**src/rtl/lfr_pkg.sv**
```systemverilog
// Shared types, codes and helpers for the LIN frame receiver.
`default_nettype none

package lfr_pkg;

	// Length table geometry
	localparam int LEN_BITS = 4;
	localparam int NUM_IDS  = 64;
	localparam int TAB_W    = 256;
	localparam int EXT_W    = NUM_IDS * LEN_BITS;
	localparam int POS_W    = $clog2(EXT_W);

	localparam logic [7:0] SYNC_BYTE = 8'h55;

	// Register map, index = paddr[5:3]
	typedef logic [2:0] reg_idx_t;
	localparam reg_idx_t REG_PID_MASK  = 3'd0;
	localparam reg_idx_t REG_LEN_LOW   = 3'd1;
	localparam reg_idx_t REG_LEN_MID   = 3'd2;
	localparam reg_idx_t REG_LEN_HIGH  = 3'd3;
	localparam reg_idx_t REG_LEN_TOP   = 3'd4;
	localparam reg_idx_t REG_MAX_LEN   = 3'd5;

	localparam logic [3:0] MAX_LEN_RST = 4'd8;

	typedef logic [1:0] kind_t;
	localparam kind_t KIND_HEADER = 2'd0;
	localparam kind_t KIND_DATA   = 2'd1;
	localparam kind_t KIND_END    = 2'd2;

	typedef logic [2:0] status_t;
	localparam status_t ST_OK       = 3'd0;
	localparam status_t ST_TIMEOUT  = 3'd1;
	localparam status_t ST_PARITY   = 3'd2;
	localparam status_t ST_UNKNOWN  = 3'd3;
	localparam status_t ST_LENGTH   = 3'd4;
	localparam status_t ST_CHECKSUM = 3'd5;

	typedef enum logic [3:0] {
		PH_SYNC = 4'b0001,
		PH_PID  = 4'b0010,
		PH_BODY = 4'b0100,
		PH_CHK  = 4'b1000
	} phase_t;

	typedef struct packed {
		logic       func;
		logic [7:0] rx_byte;
	} item_t;

	typedef struct packed {
		kind_t      result_kind;
		status_t    status;
		logic [5:0] frame_id;
		logic [3:0] frame_len;
		logic [3:0] byte_index;
		logic [7:0] data_byte;
	} result_t;

	typedef struct packed {
		logic [63:0]      pid_mask;
		logic [TAB_W-1:0] len_tab;
		logic [3:0]       max_length;
	} cfg_t;

	// Protected identifier: id plus the two LIN parity bits
	function automatic logic [7:0] with_parity(input logic [5:0] id);
		logic p0;
		logic p1;
		p0 = id[0] ^ id[1] ^ id[2] ^ id[4];
		p1 = ~(id[1] ^ id[3] ^ id[4] ^ id[5]);
		return {p1, p0, id};
	endfunction

endpackage

`default_nettype wire

```
**src/rtl/lfr_cfg_regs.sv**
```systemverilog
// APB register file for the LIN frame receiver configuration.
`default_nettype none

module lfr_cfg_regs import lfr_pkg::*; (
	input  wire logic        clk,
	input  wire logic        arst_n,
	input  wire logic        psel,
	input  wire logic        penable,
	input  wire logic        pwrite,
	input  wire logic [5:0]  paddr,
	input  wire logic [63:0] pwdata,
	output logic      [63:0] prdata,
	output logic             pready,
	output cfg_t             cfg
);

	logic [63:0] pid_mask_q;
	logic [63:0] len_low_q;
	logic [63:0] len_mid_q;
	logic [63:0] len_high_q;
	logic [63:0] len_top_q;
	logic [3:0]  max_len_q;
	reg_idx_t    idx;
	logic        wr_en;

	assign pready = 1'b1;
	assign idx    = paddr[5:3];
	assign wr_en  = psel & penable & pwrite & pready;

	always_ff @(posedge clk or negedge arst_n) begin
		if (!arst_n) begin
			pid_mask_q <= '0;
			len_low_q  <= '0;
			len_mid_q  <= '0;
			len_high_q <= '0;
			len_top_q  <= '0;
			max_len_q  <= MAX_LEN_RST;
		end else if (wr_en) begin
			unique case (idx)
				REG_PID_MASK: pid_mask_q <= pwdata;
				REG_LEN_LOW:  len_low_q  <= pwdata;
				REG_LEN_MID:  len_mid_q  <= pwdata;
				REG_LEN_HIGH: len_high_q <= pwdata;
				REG_LEN_TOP:  len_top_q  <= pwdata;
				REG_MAX_LEN:  max_len_q  <= pwdata[3:0];
				default: ;
			endcase
		end
	end

	always_comb begin
		unique case (idx)
			REG_PID_MASK: prdata = pid_mask_q;
			REG_LEN_LOW:  prdata = len_low_q;
			REG_LEN_MID:  prdata = len_mid_q;
			REG_LEN_HIGH: prdata = len_high_q;
			REG_LEN_TOP:  prdata = len_top_q;
			REG_MAX_LEN:  prdata = {60'd0, max_len_q};
			default:      prdata = '0;
		endcase
	end

	assign cfg.pid_mask   = pid_mask_q;
	assign cfg.len_tab    = {len_top_q, len_high_q, len_mid_q, len_low_q};
	assign cfg.max_length = max_len_q;

endmodule

`default_nettype wire

```
**src/rtl/lfr_frame_core.sv**
```systemverilog
// Frame state and per-word decode: sync hunt, PID check, body and checksum.
`default_nettype none

module lfr_frame_core import lfr_pkg::*; (
	input  wire logic  clk,
	input  wire logic  arst_n,
	input  wire cfg_t  cfg,
	input  wire logic  step_en,
	input  wire item_t in_word,
	output logic       has_res,
	output result_t    res
);

	phase_t         phase_q, ph_d;
	logic [5:0]     cur_id_q, id_d;
	logic [3:0]     blen_q, blen_d;
	logic [3:0]     seen_q, seen_d;
	logic [7:0]     sum_q, sum_d;

	logic [5:0]          pid_id;
	logic [7:0]          pid_expect;
	logic [EXT_W-1:0]    tab_ext;
	logic [POS_W-1:0]    bit_pos;
	logic [LEN_BITS-1:0] len_full;
	logic [3:0]          len4;
	logic [8:0]          sum_add;

	assign pid_id     = in_word.rx_byte[5:0];
	assign pid_expect = with_parity(pid_id);
	assign tab_ext    = EXT_W'(cfg.len_tab);
	assign bit_pos    = POS_W'(int'(pid_id) * LEN_BITS);
	assign len_full   = tab_ext[bit_pos +: LEN_BITS];
	assign len4       = len_full[3:0];
	// add with carry out; the body step folds the carry back in (end-around)
	assign sum_add    = {1'b0, sum_q} + {1'b0, in_word.rx_byte};

	always_comb begin
		ph_d    = phase_q;
		id_d    = cur_id_q;
		blen_d  = blen_q;
		seen_d  = seen_q;
		sum_d   = sum_q;
		has_res = 1'b0;
		res     = '0;
		if (in_word.func) begin
			ph_d       = PH_SYNC;
			has_res    = 1'b1;
			res.status = ST_TIMEOUT;
			if (phase_q == PH_SYNC || phase_q == PH_PID) begin
				res.result_kind = KIND_HEADER;
			end else begin
				res.result_kind = KIND_END;
				res.frame_id    = cur_id_q;
				res.frame_len   = blen_q;
			end
		end else begin
			unique case (phase_q)
				PH_SYNC: begin
					if (in_word.rx_byte == SYNC_BYTE)
						ph_d = PH_PID;
				end
				PH_PID: begin
					ph_d            = PH_SYNC;
					has_res         = 1'b1;
					res.result_kind = KIND_HEADER;
					res.frame_id    = pid_id;
					res.data_byte   = in_word.rx_byte;
					priority if (in_word.rx_byte != pid_expect) begin
						res.status = ST_PARITY;
					end else if (!cfg.pid_mask[pid_id]) begin
						res.status = ST_UNKNOWN;
					end else if (len_full > LEN_BITS'(cfg.max_length)) begin
						res.status    = ST_LENGTH;
						res.frame_len = len4;
					end else begin
						res.status    = ST_OK;
						res.frame_len = len4;
						id_d          = pid_id;
						blen_d        = len4;
						seen_d        = '0;
						sum_d         = '0;
						ph_d          = (len4 == 4'd0) ? PH_CHK : PH_BODY;
					end
				end
				PH_BODY: begin
					has_res         = 1'b1;
					res.result_kind = KIND_DATA;
					res.status      = ST_OK;
					res.frame_id    = cur_id_q;
					res.frame_len   = blen_q;
					res.byte_index  = seen_q;
					res.data_byte   = in_word.rx_byte;
					sum_d           = sum_add[8] ? (sum_add[7:0] + 8'd1) : sum_add[7:0];
					seen_d          = seen_q + 4'd1;
					if (seen_d >= blen_q)
						ph_d = PH_CHK;
				end
				PH_CHK: begin
					ph_d            = PH_SYNC;
					has_res         = 1'b1;
					res.result_kind = KIND_END;
					res.status      = (in_word.rx_byte == ~sum_q) ? ST_OK : ST_CHECKSUM;
					res.frame_id    = cur_id_q;
					res.frame_len   = blen_q;
					res.data_byte   = in_word.rx_byte;
				end
				default: ph_d = PH_SYNC;
			endcase
		end
	end

	always_ff @(posedge clk or negedge arst_n) begin
		if (!arst_n) begin
			phase_q  <= PH_SYNC;
			cur_id_q <= '0;
			blen_q   <= '0;
			seen_q   <= '0;
			sum_q    <= '0;
		end else if (step_en) begin
			phase_q  <= ph_d;
			cur_id_q <= id_d;
			blen_q   <= blen_d;
			seen_q   <= seen_d;
			sum_q    <= sum_d;
		end
	end

`ifndef SYNTHESIS
	a_body_bounds: assert property (@(posedge clk) disable iff (!arst_n)
		phase_q == PH_BODY |-> (blen_q != 4'd0 && seen_q < blen_q))
		else $error("body phase with empty or overrun length");

	a_chk_exit: assert property (@(posedge clk) disable iff (!arst_n)
		step_en && phase_q == PH_CHK |=> phase_q == PH_SYNC)
		else $error("checksum word did not end frame");

	a_fail_resync: assert property (@(posedge clk) disable iff (!arst_n)
		step_en && in_word.func |=> phase_q == PH_SYNC)
		else $error("receive failure did not return to sync hunt");

	a_hunt_silent: assert property (@(posedge clk) disable iff (!arst_n)
		phase_q == PH_SYNC && !in_word.func |-> !has_res)
		else $error("result produced during sync hunt");
`endif

endmodule

`default_nettype wire

```
**src/rtl/lin_frame_receiver_unit.sv**
```systemverilog
// Top level of the LIN slave frame receiver (classic checksum).
// An accepted word is held in the input register (s1), then its result in the result register.
// Throughput: one word per cycle; the input register refills while the
// result register drains, stalled only when the result register is held.
// Reset (arst_n low, async): sync hunt, pipeline empty, mask and length
// tables zero, max_length 8.
`default_nettype none

module lin_frame_receiver_unit import lfr_pkg::*; (
	input  wire logic        clk,
	input  wire logic        arst_n,
	// receive words
	input  wire logic        item_valid,
	output logic             item_stall,
	input  wire item_t       item,
	// result words
	output logic             result_valid,
	input  wire logic        result_stall,
	output result_t          result,
	// APB configuration
	input  wire logic        psel,
	input  wire logic        penable,
	input  wire logic        pwrite,
	input  wire logic [5:0]  paddr,
	input  wire logic [63:0] pwdata,
	output logic      [63:0] prdata,
	output logic             pready
);

	cfg_t    cfg;
	item_t   item_s1;
	logic    valid_s1;
	result_t res_q;
	logic    res_valid_q;
	logic    adv;
	logic    has_res;
	result_t res_d;

	lfr_cfg_regs u_cfg (
		.clk     (clk),
		.arst_n  (arst_n),
		.psel    (psel),
		.penable (penable),
		.pwrite  (pwrite),
		.paddr   (paddr),
		.pwdata  (pwdata),
		.prdata  (prdata),
		.pready  (pready),
		.cfg     (cfg)
	);

	// Word in s1 moves on when the result register is free or draining.
	// A word with no result still advances (it only updates frame state).
	assign adv        = valid_s1 & (~res_valid_q | ~result_stall);
	assign item_stall = valid_s1 & ~adv;

	always_ff @(posedge clk or negedge arst_n) begin
		if (!arst_n) begin
			valid_s1 <= 1'b0;
		end else if (!item_stall) begin
			valid_s1 <= item_valid;
		end
	end

	always_ff @(posedge clk) begin
		if (!item_stall && item_valid) begin
			item_s1 <= item;
		end
	end

	lfr_frame_core u_core (
		.clk     (clk),
		.arst_n  (arst_n),
		.cfg     (cfg),
		.step_en (adv),
		.in_word (item_s1),
		.has_res (has_res),
		.res     (res_d)
	);

	// Result register
	always_ff @(posedge clk or negedge arst_n) begin
		if (!arst_n) begin
			res_valid_q <= 1'b0;
		end else if (adv) begin
			res_valid_q <= has_res;
		end else if (!result_stall) begin
			res_valid_q <= 1'b0;
		end
	end

	always_ff @(posedge clk) begin
		if (adv && has_res) begin
			res_q <= res_d;
		end
	end

	assign result_valid = res_valid_q;
	assign result       = res_q;

`ifndef SYNTHESIS
	a_s1_held: assert property (@(posedge clk) disable iff (!arst_n)
		valid_s1 && res_valid_q && result_stall |=> valid_s1)
		else $error("input stage dropped a word while result stalled");

	a_res_hold: assert property (@(posedge clk) disable iff (!arst_n)
		adv |-> (!res_valid_q || !result_stall))
		else $error("advance into a held result register");
`endif

endmodule

`default_nettype wire

```
**config.mk**
```make
export PLATFORM = sky130hd
export DESIGN_NAME = lin_frame_receiver_unit
export DESIGN_NICKNAME = d
export VERILOG_FILES = /design/src/rtl/lfr_pkg.sv /design/src/rtl/lfr_cfg_regs.sv /design/src/rtl/lfr_frame_core.sv /design/src/rtl/lin_frame_receiver_unit.sv
export SDC_FILE = /design/constraint.sdc
export NUM_CORES = 1
export LEC_CHECK = 0
export BUFFER_PORTS_ARGS = -buffer_cell sky130_fd_sc_hd__buf_2
export CAP_MARGIN = 20
export CORE_AREA = 2 2 280 144
export CTS_BUF_LIST = sky130_fd_sc_hd__clkbuf_4 sky130_fd_sc_hd__clkbuf_8
export DETAILED_ROUTE_END_ITERATION = 10
export DIE_AREA = 0 0 282 146
export PLACE_DENSITY = 0.74
export RECOVER_POWER = 100
export SLEW_MARGIN = 20
export SYNTH_ARGS = -nofsm -noshare
export SYNTH_HDL_FRONTEND = slang
export SYNTH_HIERARCHICAL = 1
export SYNTH_SLANG_ARGS = --single-unit
```
**constraint.sdc**
```tcl
create_clock -name clk -period 4.7 [get_ports clk]
set_input_delay 0.47 -clock clk [delete_from_list [all_inputs] [get_ports clk]]
set_output_delay 0.47 -clock clk [all_outputs]
set_load 0.05 [all_outputs]
```
==> results.py <==
metrics = {
    "status": {
        "status": "complete, but fails checks",
        "violations": "capacitance limit, slew limit",
    },
    "sta": {
        "rsz0062_at_grt": "no",
        "tightest_slew_ps": 2970,
        "finalCritPeriodShare": 0.990,
        "final.setup.tns_ps": 0,
        "setup_viol": 0,
        "skew_ps": 38.8,
        "drv_slew": 403,
        "maxSlewHeadroom": -0.977,
        "hold_viol": 0,
        "clock.fmax_mhz": 215,
        "whs_ps": 38.3,
        "fin_crit_ps": 4650,
    },
    "power_and_ir_drop": {
        "switching_power_mw": 3.17,
        "seq_power_share": 0.473,
        "clkPwrFrac": 0.292,
        "swShare": 0.331,
        "cellPowerDensity_mw_per_mm2": 409,
        "p_leak_nw": 10.3,
        "max-vdd-ir-drop_mv": 0.228,
        "p_int_mw": 6.40,
        "pwr-share-comb": 0.234,
    },
    "critical_path": {
        "critical_path_class": "in2out",
        "crit_arrival_ps": 4180,
        "required_ps": 4230,
        "critPathMaxFanout": 47,
        "endpoint_kind": "primary output",
        "start_kind": "input pin",
    },
    "die": {
        "fp.dieW_um": 282,
        "die_h_um": 146,
        "io_pins": 180,
        "die_area_mm2": 0.0412,
        "num_rows": 51,
        "initial_core_util": 0.548,
        "core_mm2": 0.0385,
    },
    "worst_hold_path": {
        "min_path_type": "in2reg",
    },
    "yosys": {
        "synth_top_flop_cell": "dfrtp_1",
        "yosysTopAreaCell": "dfrtp_1",
        "synthCells": 1595,
        "avgSynthCellArea_um2": 13.2,
        "synth-seq-area-share": 0.469,
        "async_flop_share": 0.907,
        "synth_area_mm2": 0.0211,
        "synth_edf_count": 36,
        "netlist_top_cells_area": "dfrtp_1 (42%), mux2_2 (17%), mux2i_1 (7.0%)",
        "synth_nets": 1701,
        "synth-seq-cells": 388,
        "yosysTopAreaCellShare": 0.415,
        "synth_warnings": 6,
        "synth.distinct_cells": 88,
    },
    "layout": {
        "drive_gt1_frac": 0.350,
        "fill_cells": 3055,
        "layout_common_cells": "dfrtp_1 (350), mux2_2 (316), mux2i_1 (147), buf_2 (84), o21ai_0 (74)",
        "seq_area_mm2": 0.00989,
        "syn2layout_area_growth_pct": 11.1,
        "nNetsFinal": 1878,
        "final_common_cell": "dfrtp_1",
        "multi_input_area_mm2": 0.0103,
    },
    "global_route": {
        "grt_first_pass_wirelength_mm": 96.6,
        "grt_start_max_net_pins": 113,
        "antenna_found_initial": 4,
        "grt_remaining_overflow": 0,
        "grt_pass1_vias": 15200,
        "track_usage": 0.314,
    },
    "route": {
        "first_pass_iters": 6,
        "drt_iter0_markers": 1993,
        "drc_errors": 0,
        "postRouteAntennaNets": 0,
        "wire_per_inst_um": 27.5,
        "viasPerCell": 6.49,
        "wl_mm": 64.6,
        "dr_total_vias": 15200,
    },
    "cts": {
        "cts_setup_buffers": 0,
        "path_clk_slew_ps": 70,
        "cts_buffers": 55,
        "cts_sinks": 388,
        "cts-htree-levels": 2,
        "cts.root.buffer_cell": "clkbuf_8",
        "clk_latency_ps": 640,
        "clock_path_buffers": 3,
        "cts_tree": "built",
    },
    "placement": {
        "hpwl_mm": 44.9,
        "gp_congestion": 0.992,
        "portBuffers": 175,
    },
    "flow_run": {
        "drv_cap": 10,
    },
}
==> kinds of logic (layout without fill, tap and decap cells) <==
logic type	Yosys count	count (layout)	share of synthesized area
AOI/OAI and AO/OA	294	294	0.0984
xor gates and xnor gates	19	19	0.00860
adders and majority gates	20	20	0.0122
buffers and inverters	132	348	0.0389
DFF	388	388	0.469
muxes	560	560	0.322
other	1	5	0.000178
and+or+nand+nor	181	181	0.0508
==> registers in the layout, indices dropped and copies added, names as in the netlist, 6 cells and up <==
name and count:
item_s1 9, result 27, u_cfg/len_high_q 64, u_cfg/len_low_q 64, u_cfg/len_mid_q 64, u_cfg/len_top_q 64, u_cfg/pid_mask_q 64, u_core/cur_id_q 6
u_core/sum_q 8
==> power groups by stage <==
stage | clock [mW] | combinational, mW | sequential (mW)
floorplan | 0 | 1.58 | 4.35
global placement | 0 | 2.15 | 4.52
detailed placement | 0 | 2.21 | 4.56
CTS | 2.82 | 2.23 | 4.50
global route | 2.98 | 2.36 | 4.59
finish | 2.80 | 2.24 | 4.53
==> layout make-up <==
cell class | instances | area share
timing repair buffer | 234 | 0.0565
inverter | 18 | 0.00288
multi-input combinational | 1075 | 0.442
clock buffer | 77 | 0.0415
clock inverter | 19 | 0.00630
tap | 530 | 0.0283
antenna | 4 | 0.000427
sequential | 388 | 0.422
==> cell usage after synthesis (15+ instances only) <==
cell and instances:
a22oi_1 60, nand3_1 19, edfxtp_1 36, buf_6 19
buf_4 30, mux2_1 40, a22o_1 15, mux2_2 316
mux2i_1 147, o2bb2ai_1 35, mux4_2 50, ha_1 19
a21oi_1 16, clkbuf_1 29, buf_2 33, o21a_1 45
dfrtp_1 350, o21ai_0 74, inv_1 15, nand2_1 43
nor2_1 25
==> timing repair <==
action                                 in CTS  in global routing
endpoints found under the hold margin     110                  2
hold buffers                                5                  2
gates resized for setup                     0                  0
==> through the flow <==
step                      setup slack [ps]  power (mW)   util  instance area, um^2  cells
after floorplan                        926        5.93      -                21100   1595
after global placement                 415        6.67  0.583                22400   2238
after detailed placement               345        6.77  0.583                22400   2238
after CTS                              339        9.55  0.614                23600   2339
after global routing                  50.1        9.93  0.609                23400   2342
final                                 47.2        9.57  0.609                23400   2345
==> layer usage <==
| metal | part of all wire | routed length, um | track usage | vias to the layer above |
|---|---|---|---|---|
| met4 | 0.026 | 1670 | 0.0838 | 6 |
| li1 | - | - | - | 6454 |
| met3 | 0.12 | 7920 | 0.111 | 145 |
| met1 | 0.44 | 28700 | 0.478 | 7760 |
| met5 | 0.0027 | 172 | 0.0280 | - |
| met2 | 0.40 | 26100 | 0.418 | 858 |
==> worst max-delay path, cell delays in order <==
cell and delay (ps):
clkbuf_2 810, nor2_2 1660, a22oi_1 320, o21ai_0 480, clkbuf_2 370
==> path summary, 6_finish.rpt <==
kind	from	end	slack, ps	depth (start not counted)
hold reg to reg	u_core/sum_q[4]	u_core/sum_q[4]	500	1
setup / recovery	paddr[4]	prdata[7]	50	5
min in group asynchronous	arst_n	u_cfg/len_low_q[33]	1350	2
setup reg to reg	item_s1[0]	u_core/cur_id_q[2]	160	13
max in group asynchronous	arst_n	u_cfg/len_top_q[9]	890	3
hold / removal	item[1]	item_s1[1]	40	1
Note: power is estimated with default switching activity, not from simulation.
